**src/hdl/ptfc_pkg.sv**
```systemverilog
// ---------------------------------------------------------------------------
// ptfc_pkg
// Shared types, constants and the byte-wise CRC-32 step for the telemetry
// framer.
// ---------------------------------------------------------------------------
package ptfc_pkg;

  localparam int unsigned FrameLen     = 28;
  localparam int unsigned CrcLen       = 24;
  localparam int unsigned IdxW         = $clog2(FrameLen);

  localparam logic [31:0] PeriodReset  = 32'd500;
  localparam logic [31:0] BootReset    = 32'd0;
  localparam logic [31:0] CrcPoly      = 32'hEDB88320;
  localparam logic [31:0] CrcInit      = 32'hFFFFFFFF;
  localparam logic [31:0] MsgType      = 32'h00000002;
  localparam logic [7:0]  SyncHi       = 8'h4B;
  localparam logic [7:0]  SyncLo       = 8'h34;
  localparam logic [7:0]  FrameVer     = 8'h01;
  localparam logic [7:0]  FillByte     = 8'hFF;

  // Operation codes
  localparam logic OpTick    = 1'b0;
  localparam logic OpOutcome = 1'b1;

  // Register indexes (byte address 4*i)
  localparam int unsigned AddrW     = 3;
  localparam logic        RegPeriod = 1'b0;
  localparam logic        RegBoot   = 1'b1;

  typedef struct packed {
    logic        op;
    logic [31:0] now_ms;
    logic        sent_ok;
  } in_item_t;

  typedef struct packed {
    logic [7:0] frame_byte;
    logic       last_byte;
    logic       led_on;
  } out_item_t;

  // Control from the sequencer to the CRC unit
  typedef struct packed {
    logic       init;
    logic       update;
    logic [7:0] data;
  } crc_ctl_t;

  // Fold one byte into a reflected CRC-32
  function automatic logic [31:0] crc_byte(input logic [31:0] crc, input logic [7:0] b);
    logic [31:0] c;
    c = crc ^ {24'd0, b};
    for (int k = 0; k < 8; k++) begin
      c = c[0] ? ((c >> 1) ^ CrcPoly) : (c >> 1);
    end
    return c;
  endfunction

endpackage

```
**src/hdl/ptfc_crc.sv**
```systemverilog
// ---------------------------------------------------------------------------
// ptfc_crc
// Running CRC-32 register: one byte folded in per cycle on request.
// ---------------------------------------------------------------------------
module ptfc_crc (
  input  logic               clk,
  input  logic               rst,
  input  ptfc_pkg::crc_ctl_t ctl,
  output logic [31:0]        crc
);
  import ptfc_pkg::*;

  // Reload at frame start, otherwise fold in the offered byte
  always_ff @(posedge clk) begin
    if (rst) begin
      crc <= CrcInit;
    end else if (ctl.init) begin
      crc <= CrcInit;
    end else if (ctl.update) begin
      crc <= crc_byte(crc, ctl.data);
    end
  end

endmodule

```
**src/hdl/ptfc_seq.sv**
```systemverilog
// ---------------------------------------------------------------------------
// ptfc_seq
// Frame sequencer: decides on ticks, keeps send time, sequence number and
// LED level, and walks the 28 frame bytes through the output register.
// ---------------------------------------------------------------------------
module ptfc_seq (
  input  logic                clk,
  input  logic                rst,
  input  logic [31:0]         period_ms,
  input  logic [31:0]         boot_marker,
  input  logic                in_valid,
  output logic                in_ready,
  input  ptfc_pkg::in_item_t  in_item,
  output logic                out_valid,
  input  logic                out_ready,
  output ptfc_pkg::out_item_t out_item,
  output ptfc_pkg::crc_ctl_t  crc_ctl,
  input  logic [31:0]         crc
);
  import ptfc_pkg::*;

  typedef enum logic {
    ST_IDLE,
    ST_EMIT
  } state_t;

  state_t          state;
  logic [IdxW-1:0] idx;
  logic [31:0]     last_send_ms;
  logic [31:0]     sequence_number;
  logic            led_level;
  logic [31:0]     elapsed;
  logic [31:0]     crc_out;
  logic [7:0]      cur_byte;
  logic            slot_free;
  logic            byte_load;
  logic            in_fire;

  assign in_ready  = (state == ST_IDLE);
  assign in_fire   = in_valid && in_ready;
  assign elapsed   = in_item.now_ms - last_send_ms;
  assign slot_free = !out_valid || out_ready;
  assign byte_load = (state == ST_EMIT) && slot_free;
  assign crc_out   = ~crc;

  // Select the frame byte at the current position
  always_comb begin
    case (idx)
      5'd0:    cur_byte = SyncHi;
      5'd1:    cur_byte = SyncLo;
      5'd2:    cur_byte = FrameVer;
      5'd3:    cur_byte = 8'(FrameLen);
      5'd4:    cur_byte = sequence_number[7:0];
      5'd5:    cur_byte = sequence_number[15:8];
      5'd6:    cur_byte = sequence_number[23:16];
      5'd7:    cur_byte = sequence_number[31:24];
      5'd8:    cur_byte = last_send_ms[7:0];
      5'd9:    cur_byte = last_send_ms[15:8];
      5'd10:   cur_byte = last_send_ms[23:16];
      5'd11:   cur_byte = last_send_ms[31:24];
      5'd12:   cur_byte = MsgType[7:0];
      5'd13:   cur_byte = MsgType[15:8];
      5'd14:   cur_byte = MsgType[23:16];
      5'd15:   cur_byte = MsgType[31:24];
      5'd16:   cur_byte = boot_marker[7:0];
      5'd17:   cur_byte = boot_marker[15:8];
      5'd18:   cur_byte = boot_marker[23:16];
      5'd19:   cur_byte = boot_marker[31:24];
      5'd20:   cur_byte = FillByte;
      5'd21:   cur_byte = FillByte;
      5'd24:   cur_byte = crc_out[7:0];
      5'd25:   cur_byte = crc_out[15:8];
      5'd26:   cur_byte = crc_out[23:16];
      5'd27:   cur_byte = crc_out[31:24];
      default: cur_byte = 8'h00;
    endcase
  end

  // Drive the CRC unit: reload on a new frame, fold the header bytes
  always_comb begin
    crc_ctl.init   = in_fire && (in_item.op == OpTick) && (elapsed >= period_ms);
    crc_ctl.update = byte_load && (idx < IdxW'(CrcLen));
    crc_ctl.data   = cur_byte;
  end

  // Hold state, counters and the output register
  always_ff @(posedge clk) begin
    if (rst) begin
      state           <= ST_IDLE;
      idx             <= '0;
      last_send_ms    <= '0;
      sequence_number <= '0;
      led_level       <= 1'b0;
      out_valid       <= 1'b0;
    end else begin
      // Load a byte into a free slot, else drop the one just taken
      if (byte_load) begin
        out_valid <= 1'b1;
      end else if (out_ready) begin
        out_valid <= 1'b0;
      end
      unique case (state)
        ST_IDLE: begin
          if (in_fire) begin
            if (in_item.op == OpOutcome) begin
              if (in_item.sent_ok) begin
                sequence_number <= sequence_number + 32'd1;
              end
            end else if (elapsed >= period_ms) begin
              last_send_ms <= in_item.now_ms;
              led_level    <= ~led_level;
              idx          <= '0;
              state        <= ST_EMIT;
            end
          end
        end
        ST_EMIT: begin
          if (slot_free) begin
            out_item.frame_byte <= cur_byte;
            out_item.last_byte  <= (idx == IdxW'(FrameLen - 1));
            out_item.led_on     <= led_level;
            idx                 <= idx + 1'b1;
            if (idx == IdxW'(FrameLen - 1)) begin
              state <= ST_IDLE;
            end
          end
        end
        default: state <= ST_IDLE;
      endcase
    end
  end

endmodule

```
**src/hdl/periodic_telemetry_framer_crc32_unit.sv**
```systemverilog
// ---------------------------------------------------------------------------
// periodic_telemetry_framer_crc32_unit
// Periodic telemetry framer emitting 28-byte frames closed by a CRC-32.
// ---------------------------------------------------------------------------
// A transmit outcome report, or a tick that finds the period not yet elapsed,
// is taken while the block idles and gives no bytes. A tick that starts a
// frame holds in_ready low while its 28 bytes are loaded into the output
// register, one byte per cycle unless out_ready stalls; the byte-serial CRC
// register, which folds in one header byte per cycle, sets that pace. The CRC
// covers bytes 0 to 23 and is sent little-endian in bytes 24 to 27. Registers:
// period_ms at 0x0 (reset 500), boot_marker at 0x4 (reset 0); write them only while the block idles.
module periodic_telemetry_framer_crc32_unit #(
  parameter logic [31:0] PERIOD_RESET = ptfc_pkg::PeriodReset,
  parameter logic [31:0] BOOT_RESET   = ptfc_pkg::BootReset
) (
  input  logic                          clk,
  input  logic                          rst,
  input  logic                          psel,
  input  logic                          penable,
  input  logic                          pwrite,
  input  logic [ptfc_pkg::AddrW-1:0]    paddr,
  input  logic [31:0]                   pwdata,
  output logic [31:0]                   prdata,
  output logic                          pready,
  input  logic                          in_valid,
  output logic                          in_ready,
  input  ptfc_pkg::in_item_t            in_item,
  output logic                          out_valid,
  input  logic                          out_ready,
  output ptfc_pkg::out_item_t           out_item
);
  import ptfc_pkg::*;

  logic [31:0] period_ms;
  logic [31:0] boot_marker;
  logic        reg_sel;
  crc_ctl_t    crc_ctl;
  logic [31:0] crc;

  assign pready  = 1'b1;
  assign reg_sel = paddr[2];

  // Register writes on the access phase
  always_ff @(posedge clk) begin
    if (rst) begin
      period_ms   <= PERIOD_RESET;
      boot_marker <= BOOT_RESET;
    end else if (psel && penable && pwrite) begin
      unique case (reg_sel)
        RegPeriod: period_ms   <= pwdata;
        RegBoot:   boot_marker <= pwdata;
        default:   period_ms   <= period_ms;
      endcase
    end
  end

  // Register read-back
  always_comb begin
    unique case (reg_sel)
      RegPeriod: prdata = period_ms;
      RegBoot:   prdata = boot_marker;
      default:   prdata = '0;
    endcase
  end

  ptfc_seq u_seq (
    .clk         (clk),
    .rst         (rst),
    .period_ms   (period_ms),
    .boot_marker (boot_marker),
    .in_valid    (in_valid),
    .in_ready    (in_ready),
    .in_item     (in_item),
    .out_valid   (out_valid),
    .out_ready   (out_ready),
    .out_item    (out_item),
    .crc_ctl     (crc_ctl),
    .crc         (crc)
  );

  ptfc_crc u_crc (
    .clk (clk),
    .rst (rst),
    .ctl (crc_ctl),
    .crc (crc)
  );

endmodule

```
**config.mk**
```make
export PLATFORM = sky130hd
export DESIGN_NAME = periodic_telemetry_framer_crc32_unit
export DESIGN_NICKNAME = d
export VERILOG_FILES = /design/src/hdl/ptfc_pkg.sv /design/src/hdl/ptfc_crc.sv /design/src/hdl/ptfc_seq.sv /design/src/hdl/periodic_telemetry_framer_crc32_unit.sv
export SDC_FILE = /design/constraint.sdc
export NUM_CORES = 1
export LEC_CHECK = 0
export BUFFER_PORTS_ARGS = -buffer_cell sky130_fd_sc_hd__buf_2
export CAP_MARGIN = 20
export CORE_AREA = 10 10 164 166
export CTS_BUF_LIST = sky130_fd_sc_hd__clkbuf_16
export DETAILED_ROUTE_END_ITERATION = 8
export DIE_AREA = 0 0 174 176
export GPL_TIMING_DRIVEN = 0
export PLACE_DENSITY = 0.79
export SETUP_SLACK_MARGIN = 0.5
export SKIP_LAST_GASP = 1
export SLEW_MARGIN = 10
export SYNTH_ARGS = -nofsm -noshare
export SYNTH_HDL_FRONTEND = slang
export SYNTH_SLANG_ARGS = --single-unit
```
**constraint.sdc**
```tcl
create_clock -name clk -period 13.1 [get_ports clk]
set_input_delay 0.655 -clock clk [delete_from_list [all_inputs] [get_ports clk]]
set_output_delay 0.655 -clock clk [all_outputs]
set_load 0.02 [all_outputs]
```
==> metrics, run 1 <==
status=finished, final reports clean; Mean Syn Cell Area=8.17 sq um; #FFs+latches synth=~180; fmax=between 100 and 150 MHz; TNS Setup=0 ns; I/O pin total=121; worst setup path category=register to register; GPL Wtd Cong=~1.0; worst min path class=input port to register; nets=~1700; Synthesized Nets=1568; synth-to-layout area growth=13.4%; PostCTS Resize Cnt=0; Slew Limit Fails=0; initial antenna violation count=1; number of flops mapped to enable cells by yosys=10; most frequent cells in the layout=nand2_1, dfxtp_1, buf_2; clock tree buffer depth=2; layout cells sized above 1=13.0%; synthesized cell area=0.0116 sq mm; cts-stage hold buffer count=0; Non-Filler Instances=1897; Vias=10900; IO Port Bufs=117; Core ar.=roughly 0.024 sq mm; Synth Flop Type=dfxtp_1; post-CTS setup buffer count=0; H-tree Lvls=4; Core Rows=57; RSZ-0062 raised after global routing=false; Final Critical Period=7.45 ns; Worst-path clk slew=0.08 ns; post-synth top area share=28.9%; Synth async-reset ratio=0%; total track usage=24.9%; hpwl dp=31600 microns; DIE HEIGHT=176 microns; drt drc=0; Core Util, Final=55.3%; Synth area leaders=dfxtp_1, ha_1, nand2_1, xnor2_1, a21oi_1; largest net degree at the start of global routing=19; first-pass GRT wire length=60400 microns; commonest non-fill, non-tap cell in the layout=nand2_1; GR Overflow Total=0; Critical Path RT=13.41 ns; synthesized instance count=1423; Num CTS Buffers=17; Final ANT Viol Nets=0; Worst setup SP type=register; Arr. time, crit path=7.76 ns; number of global-route vias before repair=between 10000 and 15000; Routed WL per cell=just over 20 microns; max cap viols=0; Clock Latency Late Sink=0.45 ns; reg-to-reg startpoint=u_seq.last_send_ms[0]; width of the die=174 microns; Setup crit start=u_seq.last_send_ms[0]; IR drop worst, VDD=0.0716 mV; vias per cell=approximately 5.7; HP Start=pwdata[7]; Final Setup Violations=0; count of cell types in the netlist=90; yosys warns=0; die area=0.0306 sq mm; pwr dens=127 mW/mm^2; drt pass-1 iters=5; final hold vios=0; Seq/Total Area, Yosys=31.5%; Sink Count=178; Final Hold Slack=0.420 ns; skew final=0.0161 ns; Worst-Margin Slew=around 1.0 ns; Critical Path Sink Type=register; Clk Tree Root Cell=clkbuf_16; CTS tree=done; Iter 0 DRT Violations=962; Initial Utilization=48.8%; peak fanout along the critical path=10; Synth area leader=dfxtp_1; Inst Count DP=approximately 1900; WL final=39300 microns; period utilization=between 50 and 60%; Leakage=5.20 nW; Slew HR=30.0%
## registers in the layout, indices dropped and copies added, names as in the netlist
name	cells
boot_marker	32
period_ms	32
u_crc.crc	32
u_seq.last_send_ms	32
u_seq.sequence_number	32
u_seq.out_item	10
u_seq.idx	5
u_seq.led_level	1
u_seq.out_valid	1
u_seq.state	1
## cells by family (layout without fill, tap and decap cells)
group | after synthesis | after routing | share of synthesized area [%]
simple gates | 509 | 509 | 20.9
compound gates | 333 | 333 | 18.6
flops | 178 | 178 | 31.5
buf+inv | 164 | 313 | 6.49
xor+xnor | 121 | 121 | 10.6
fa+ha+maj | 69 | 69 | 7.49
mux | 48 | 48 | 4.39
other cells | 1 | 2 | 0.0323
## synth_stat cells, types with 13 or more instances
cell and number:
xnor2_1 65, mux2i_1 44, nand2b_1 20, ha_1 68, nand3b_1 18, o21ai_0 56
o211ai_1 38, inv_1 86, xor2_1 44, nor2b_1 20, a21o_1 37, nor2_1 112
buf_6 13, and3_1 17, nand2_1 209, dfxtp_1 168, a21oi_1 107, a22oi_1 14
nor3_1 15, nand3_1 40, clkbuf_1 46
## worst max-delay path, cell delays in order (launching register included)
cell       delay (ns)
dfxtp_1          0.37
ha_1             0.19
inv_1            0.05
fa_1             0.39
a21o_1           0.17
a21o_1           0.19
a21oi_1          0.19
o21ai_0          0.20
a32oi_1          0.50
o211ai_1         0.21
a2111oi_0        0.86
nor3_1           0.15
a311oi_1         0.39
ha_1             0.22
nand3_1          0.08
nor2_1           0.23
o211ai_1         0.14
nor3_1           0.24
a221oi_1         0.16
a31oi_1          0.73
clkbuf_1         0.71
clkbuf_1         0.61
mux2i_1          0.27
nor2_1           0.06
## path summary, 6_finish.rpt
| check | end | slack (ns) | depth (start not counted) |
|---|---|---|---|
| setup / recovery | u_seq.last_send_ms[29] | 5.65 | 23 |
| hold / removal | period_ms[7] | 0.42 | 2 |
| setup reg to reg | u_seq.last_send_ms[29] | 5.65 | 23 |
| hold reg to reg | period_ms[27] | 0.46 | 2 |
## routing by layer
metal	wire length, microns	global-route usage, %	up-vias	part of all wire (%)
met4	1520	10.2	0	3.9
li1	-	-	5216	-
met1	16700	31.5	5146	43
met3	2860	4.66	82	7.3
met2	18200	41.2	459	46
met5	0	0	-	0
## final cells by class
class	instances	area, sq um
fillers	2249	10600
multi-input cells	1081	7210
flip-flops and latches	178	3660
repair buffers	117	586
plain buffers	78	432
clock buffers	17	425
well taps	324	405
inverters	86	323
clock inverters	15	139
diodes	1	2.50
## power breakdown
part | switching (mW) | leakage [nW] | total [mW] | internal [mW]
Sequential | 0.0338 | 1.45 | 0.610 | 0.576
Combinational | 0.314 | 3.46 | 0.562 | 0.248
Clock | 0.251 | 0.285 | 0.503 | 0.253
Total | 0.599 | 5.20 | 1.68 | 1.08
## stage by stage
| step | power [mW] | worst slack, ns | area, sq um |
|---|---|---|---|
| 6_report | 1.68 | 5.65 | 13200 |
| 4_1_cts | 1.67 | 5.84 | 13200 |
| 3_5_place_dp | 1.17 | 5.40 | 12600 |
| 3_3_place_gp | 1.16 | 5.46 | 12600 |
| 2_1_floorplan | 1.03 | 7.52 | 11600 |
| 5_1_grt | 1.75 | 5.46 | 13200 |
Power figures use the tool's default switching activity.
==> inputs of run 2 (changes only) <==
Clock period 13.1 ns to 6.86 ns, I/O delays scaled along.
==> run 2 against run 1 <==
Die area unchanged. Combinational power increased by 92%. Via count increased by 0.10%. Worst hold slack got worse by 0.31 ns. Critical path depth decreased by 1. Clock power increased by 90%. Final area increased by 0.28%. Register-to-register slack got worse by 4.8 ns. Maximum frequency increased by 24%. Largest cell class unchanged. Global-route usage about the same. Routed wire length about the same.
==> metrics, run 2 (synthesized netlist as in run 1, its figures left out) <==
Vias=10900 (+0.10%); Sw Ratio=35.7% (about the same); critical path's top delay family=compound AO/OA/AOI/OAI gates; worst setup path category=register to register; skew final=0.0152 ns (-0.000893 ns); Critical Path RT=7.15 ns (-6.26 ns); Final Critical Period=6.02 ns (-1.43 ns); WL final=39300 microns (about the same); Slew HR=32.1% (+2.1 points); H-tree Lvls=4 (unchanged); pwr dens=242 mW/mm^2 (+91%); Leakage=5.22 nW (+0.25%); Worst setup SP type=register; Initial Utilization=48.8% (unchanged); register share of total power=36.4% (about the same); Clock Latency Late Sink=0.44 ns (about the same); Core ar.=0.0238 sq mm (unchanged); final hold vios=0 (unchanged); Routed WL per cell=20.7 microns (about the same); GR Overflow Total=0 (unchanged); most frequent cells in the layout=nand2_1, dfxtp_1, buf_2; fmax=166 MHz (+24%); Num CTS Buffers=17 (unchanged); period utilization=87.8% (+31 points); clock tree buffer depth=2 (unchanged); Critical-path top delay cell=a221oi_1; layout cells sized above 1=13.5% (+0.45 points); Slew Limit Fails=0 (unchanged); TNS Setup=0 ns (unchanged); die area=0.0306 sq mm (unchanged); number of global-route vias before repair=10800 (+0.11%); hpwl dp=31600 microns (unchanged); Setup crit start=u_seq.last_send_ms[0]; Finished Cell Area=0.0132 sq mm (+0.28%); Iter 0 DRT Violations=982 (+2.1%); post-CTS setup buffer count=0 (unchanged); nets=1704 (unchanged); width of the die=174 microns (unchanged); dpl cell area=0.0126 sq mm (unchanged); total track usage=25.0% (+0.050 points); worst min path class=input port to register; WP buf/inv=2 (-1); RSZ-0062 raised after global routing=false; commonest non-fill, non-tap cell in the layout=nand2_1; NetSw=1.14 mW (+91%); HP Start=pwdata[7]; Final Setup Violations=0 (unchanged); largest stage delay on the critical path=0.55 ns (-0.31 ns); reg-to-reg startpoint=u_seq.last_send_ms[0]; drt pass-1 iters=6 (+1); IR drop worst, VDD=0.136 mV (+90%); crit-path most repeated cell=a21o_1; drt drc=0 (unchanged); Worst-Margin Slew=1.01 ns (-0.0308 ns); CTS tree=done; crit path cell chain=ha_1 -> inv_1 -> fa_1 -> a21o_1 -> a21o_1 -> a21oi_1 -> o21ai_0 -> a32oi_2 -> o211ai_1 -> a2111oi_2 -> or2_2 -> xnor2_1 -> ha_1 -> a21o_1 -> a21o_1 -> a21o_1 -> a21o_1 -> a221oi_1 -> a31oi_4 -> nor2_2 -> clkbuf_2 -> o211ai_1; initial antenna violation count=1 (unchanged); Comb pwr share=33.7% (+0.2 points); IO Port Bufs=117 (unchanged); synth-to-layout area growth=13.7%; Critical Path Sink Type=register; first-pass GRT wire length=60500 microns (+0.21%); Clk Tree Root Cell=clkbuf_16; Sink Count=178 (unchanged); status=finished, final reports clean; max cap viols=0 (unchanged); vias per cell=5.75 (+0.10%); peak fanout along the critical path=10 (unchanged); largest net degree at the start of global routing=19 (unchanged); Arr. time, crit path=6.31 ns (-1.45 ns); cell-internal power=2.06 mW (+91%); DIE HEIGHT=176 microns (unchanged); Final ANT Viol Nets=0 (unchanged); GPL Wtd Cong=1.01 (unchanged); I/O pin total=121 (unchanged); Worst-path clk slew=0.08 ns (about the same); Core Rows=57 (unchanged); power share of the clock group=29.9% (about the same)
-- run 2: changes by cell type in the layout (fill, tap and decap cells not counted) --
cell / previous run / this run
a31oi_1: 6 / 5
a2111oi_0: 3 / 2
clkbuf_2: 0 / 2
nor2_1: 112 / 111
nor2_2: 0 / 1
clkbuf_1: 46 / 43
a31oi_4: 0 / 1
clkbuf_4: 0 / 1
a32oi_1: 5 / 4
a2111oi_2: 1 / 2
a32oi_2: 0 / 1
-- run 2: final timing paths --
| path | to | slack (ns) | cells after the start |
|---|---|---|---|
| setup / recovery | u_crc.crc[23] | 0.84 | 22 |
| hold / removal | period_ms[7] | 0.11 | 2 |
| setup reg to reg | u_crc.crc[23] | 0.84 | 22 |
| hold reg to reg | period_ms[15] | 0.46 | 2 |
-- run 2: power groups by stage --
stage / Clock (mW) / Sequential, mW / Combinational, mW
final: 0.958 / 1.16 / 1.08
after global routing: 1.01 / 1.17 / 1.17
after CTS: 0.964 / 1.16 / 1.07
after detailed placement: 0 / 1.19 / 1.05
after global placement: 0 / 1.18 / 1.03
after floorplan: 0 / 1.16 / 0.807
-- run 2: layer usage --
layer	vias up	part of all wire [%]	GRT usage [%]
met3	86	7.2	4.66
met4	0	4.1	10.2
met5	-	0	0
met1	5106	43	31.5
li1	5218	-	-
met2	504	46	41.4
-- run 2: metrics by stage --
step / power [mW] / instances / hold slack (ns) / setup WS, ns / utilization, %
2_1_floorplan: 1.97 / 1423 / 0.429 / 1.59 / -
3_3_place_gp: 2.22 / 1864 / 0.442 / -0.465 / 53.0
3_5_place_dp: 2.24 / 1864 / 0.447 / -0.527 / 53.0
4_1_cts: 3.19 / 1896 / 0.105 / 0.532 / 55.4
5_1_grt: 3.35 / 1896 / 0.119 / 0.519 / 55.5
6_report: 3.20 / 1897 / 0.113 / 0.838 / 55.5
-- run 2: final cells by class --
type / count / area, sq um
diodes: 1 / 2.50
fillers: 2245 / 10600
multi-input cells: 1081 / 7240
flip-flops and latches: 178 / 3660
inverters: 86 / 323
plain buffers: 78 / 438
clock buffers: 17 / 425
well taps: 324 / 405
repair buffers: 117 / 586
clock inverters: 15 / 139
-- run 2: worst reg2reg max path: stages, from the launching register on --
cell       delay (ns)
dfxtp_1          0.38
ha_1             0.19
inv_1            0.05
fa_1             0.39
a21o_1           0.17
a21o_1           0.19
a21oi_1          0.19
o21ai_0          0.21
a32oi_2          0.38
o211ai_1         0.21
a2111oi_2        0.46
or2_2            0.23
xnor2_1          0.13
ha_1             0.26
a21o_1           0.16
a21o_1           0.17
a21o_1           0.18
a21o_1           0.19
a221oi_1         0.55
a31oi_4          0.24
nor2_2           0.45
clkbuf_2         0.35
o211ai_1         0.15
-- run 2: timing repair --
item | in CTS | in global routing
hold endpoints to repair | 0 | 0
hold buffers | 0 | 0
gates resized for setup | 7 | 4
setup endpoints to repair | 60 | 55
==> inputs of run 3 (changes only) <==
--- a/config.mk
+++ b/config.mk
@@ -15,3 +15,3 @@
 export PLACE_DENSITY = 0.79
-export SETUP_SLACK_MARGIN = 0.5
+export SETUP_SLACK_MARGIN = 0.05
 export SKIP_LAST_GASP = 1
--- a/constraint.sdc
+++ b/constraint.sdc
@@ -3,2 +3,2 @@
 set_output_delay 0.343 -clock clk [all_outputs]
-set_load 0.02 [all_outputs]
+set_load 0.05 [all_outputs]
==> run 3 against run 2 <==
Via count down 0.61%. Sequential cell count unchanged. Final cell count unchanged. Final area down 0.19%. Clock power about the same. Global-route usage about the same. First-iteration DRC count up 4.8%. Die area unchanged. Clock skew up 0.0015 ns. Register-to-register slack worse by 0.62 ns. Routed wire length about the same. Largest cell class unchanged.
==> metrics, run 3 (synthesized netlist as in run 1, its figures left out) <==
post-CTS setup buffer count=0 (unchanged); register share of total power=36.1% (-0.3 points); most frequent cells in the layout=nand2_1, dfxtp_1, buf_2; crit-path most repeated cell=a21o_1; Inst Count DP=1864 (unchanged); first-pass GRT wire length=60400 microns (-0.15%); layout cells sized above 1=13.3% (-0.19 points); Num CTS Buffers=17 (unchanged); Leakage=5.21 nW (-0.11%); Critical Path Sink Type=register; hold depth=2 (unchanged); initial antenna violation count=1 (unchanged); Vias=10800 (-0.61%); RSZ-0062 raised after global routing=true; drt pass-1 iters=6 (unchanged); cell-internal power=2.06 mW (about the same); Final Critical Period=6.64 ns (+0.615 ns); pwr dens=244 mW/mm^2 (+0.97%); drt drc=0 (unchanged); period utilization=96.7% (+9.0 points); grt peak-use layer=met2; area occupied by multi-input gates=0.00722 sq mm (-0.29%); clock tree buffer depth=2 (unchanged); Worst-path clk slew=0.08 ns (about the same); Sw Ratio=36.2% (+0.55 points); crit path cell chain=ha_1 -> inv_1 -> fa_1 -> a21o_1 -> a21o_1 -> a21oi_1 -> o21ai_0 -> a32oi_1 -> o211ai_1 -> a2111oi_1 -> or2_2 -> xnor2_1 -> ha_1 -> a21o_1 -> a21o_1 -> a21o_1 -> a21o_1 -> a221oi_1 -> a31oi_2 -> nor2_2 -> clkbuf_1 -> o211ai_1; width of the die=174 microns (unchanged); Slew HR=29.5% (-2.6 points); max cap viols=0 (unchanged); worst setup path category=register to register; Storage cell area=0.00366 sq mm (unchanged); vias per cell=5.72 (-0.61%); hpwl dp=31600 microns (unchanged); Routed WL per cell=20.7 microns (about the same); largest stage delay on the critical path=0.69 ns (+0.14 ns); Setup crit start=u_seq.last_send_ms[0]; I/O pin total=121 (unchanged); GPL Wtd Cong=1.01 (unchanged); CP Capture Point=u_crc.crc[31]; Core ar.=0.0238 sq mm (unchanged); Sink Count=178 (unchanged); Final ANT Viol Nets=0 (unchanged); fmax=151 MHz (-9.3%); CTS tree=done; GR Util met3=4.66% (unchanged); Iter 0 DRT Violations=1029 (+4.8%); skew final=0.0167 ns (+0.00154 ns); die area=0.0306 sq mm (unchanged); commonest non-fill, non-tap cell in the layout=nand2_1; Non-Filler Instances=1897 (unchanged); Critical Path RT=7.14 ns (about the same); grt met1 use=31.5% (unchanged); WL final=39300 microns (about the same); Comb pwr share=34.1% (+0.4 points); HP Start=pwdata[7]; status=finished, final reports clean; power share of the clock group=29.8% (about the same); Core Rows=57 (unchanged); reg-to-reg startpoint=u_seq.last_send_ms[0]; Worst setup SP type=register; nets=1704 (unchanged); NetSw=1.17 mW (+2.3%); reg-to-reg slack, setup=0.22 ns (-0.62 ns); total track usage=24.9% (-0.032 points); IR drop worst, VDD=0.137 mV (+0.69%); Worst-Margin Slew=1.05 ns (+0.0387 ns); worst min path class=input port to register; H-tree Lvls=4 (unchanged); largest net degree at the start of global routing=19 (unchanged); final hold vios=0 (unchanged); Arr. time, crit path=6.91 ns (+0.60 ns); Critical-path top delay cell=a2111oi_1; number of global-route vias before repair=10800 (-0.0093%); PostCTS Resize Cnt=3 (-4); filler cell count=2245 (unchanged); Clk Tree Root Cell=clkbuf_16; Slew Limit Fails=0 (unchanged); Final Setup Violations=0 (unchanged); met2 usage=41.3% (-0.11 points); Reg2Reg Depth=22 (unchanged); IO Port Bufs=117 (unchanged); Clock Latency Late Sink=0.45 ns (about the same); synth-to-layout area growth=13.5%; TNS Setup=0 ns (unchanged); R2R Path End=u_crc.crc[31]; DIE HEIGHT=176 microns (unchanged); cts-stage hold buffer count=0 (unchanged); GR Overflow Total=0 (unchanged); peak fanout along the critical path=10 (unchanged); Initial Utilization=48.8% (unchanged)
-- run 3: cell counts in the layout (fill, tap and decap cells not counted) --
No cell type changed its count.
-- run 3: area by class of cell --
cell class / instances / share of cell area [%]
multi-input combinational: 1081 / 54.7
sequential: 178 / 27.8
timing repair buffer: 117 / 4.44
buffer: 78 / 3.29
clock buffer: 17 / 3.22
tap: 324 / 3.07
inverter: 86 / 2.45
clock inverter: 15 / 1.05
antenna: 1 / 0.0190
-- run 3: critical path, delay by kind of cell (launching register included) --
kind | cells | cell delay [ns]
AOI/OAI and AO/OA | 14 | 3.84
adders and majority gates | 3 | 0.84
and+or+nand+nor | 2 | 0.74
buffers and inverters | 2 | 0.53
DFF | 1 | 0.38
xor gates and xnor gates | 1 | 0.13
-- run 3: how the worst min path moves through the flow --
stage	end	slack, ns
floorplan	u_seq.out_item[0]	0.43
global placement	period_ms[11]	0.44
detailed placement	period_ms[12]	0.45
CTS	period_ms[7]	0.10
global route	period_ms[6]	0.12
finish	period_ms[7]	0.11
-- run 3: power by group through the flow --
stage	clock (mW)	sequential, mW	combinational (mW)
after floorplan	0	1.17	0.824
after global placement	0	1.18	1.05
after detailed placement	0	1.19	1.07
after CTS	0.964	1.16	1.09
after global routing	1.01	1.17	1.19
final	0.961	1.16	1.10
-- run 3: per-stage QoR --
step | total power [mW] | setup slack (ns) | utilization [%] | hold slack, ns | instance area (sq um)
after floorplan | 1.99 | 1.59 | - | 0.429 | 11600
after global placement | 2.24 | -0.465 | 53.0 | 0.442 | 12600
after detailed placement | 2.26 | -0.527 | 53.0 | 0.447 | 12600
after CTS | 3.21 | 0.185 | 55.4 | 0.105 | 13200
after global routing | 3.37 | 0.0492 | 55.4 | 0.119 | 13200
final | 3.23 | 0.223 | 55.4 | 0.108 | 13200
-- run 3: per-layer routing --
| metal | vias up | routed length [microns] | part of all wire, % |
|---|---|---|---|
| li1 | 5222 | - | - |
| met1 | 5088 | 16900 | 43 |
| met2 | 454 | 18200 | 46 |
| met3 | 83 | 2690 | 6.8 |
| met4 | 0 | 1490 | 3.8 |
| met5 | - | 0 | 0 |
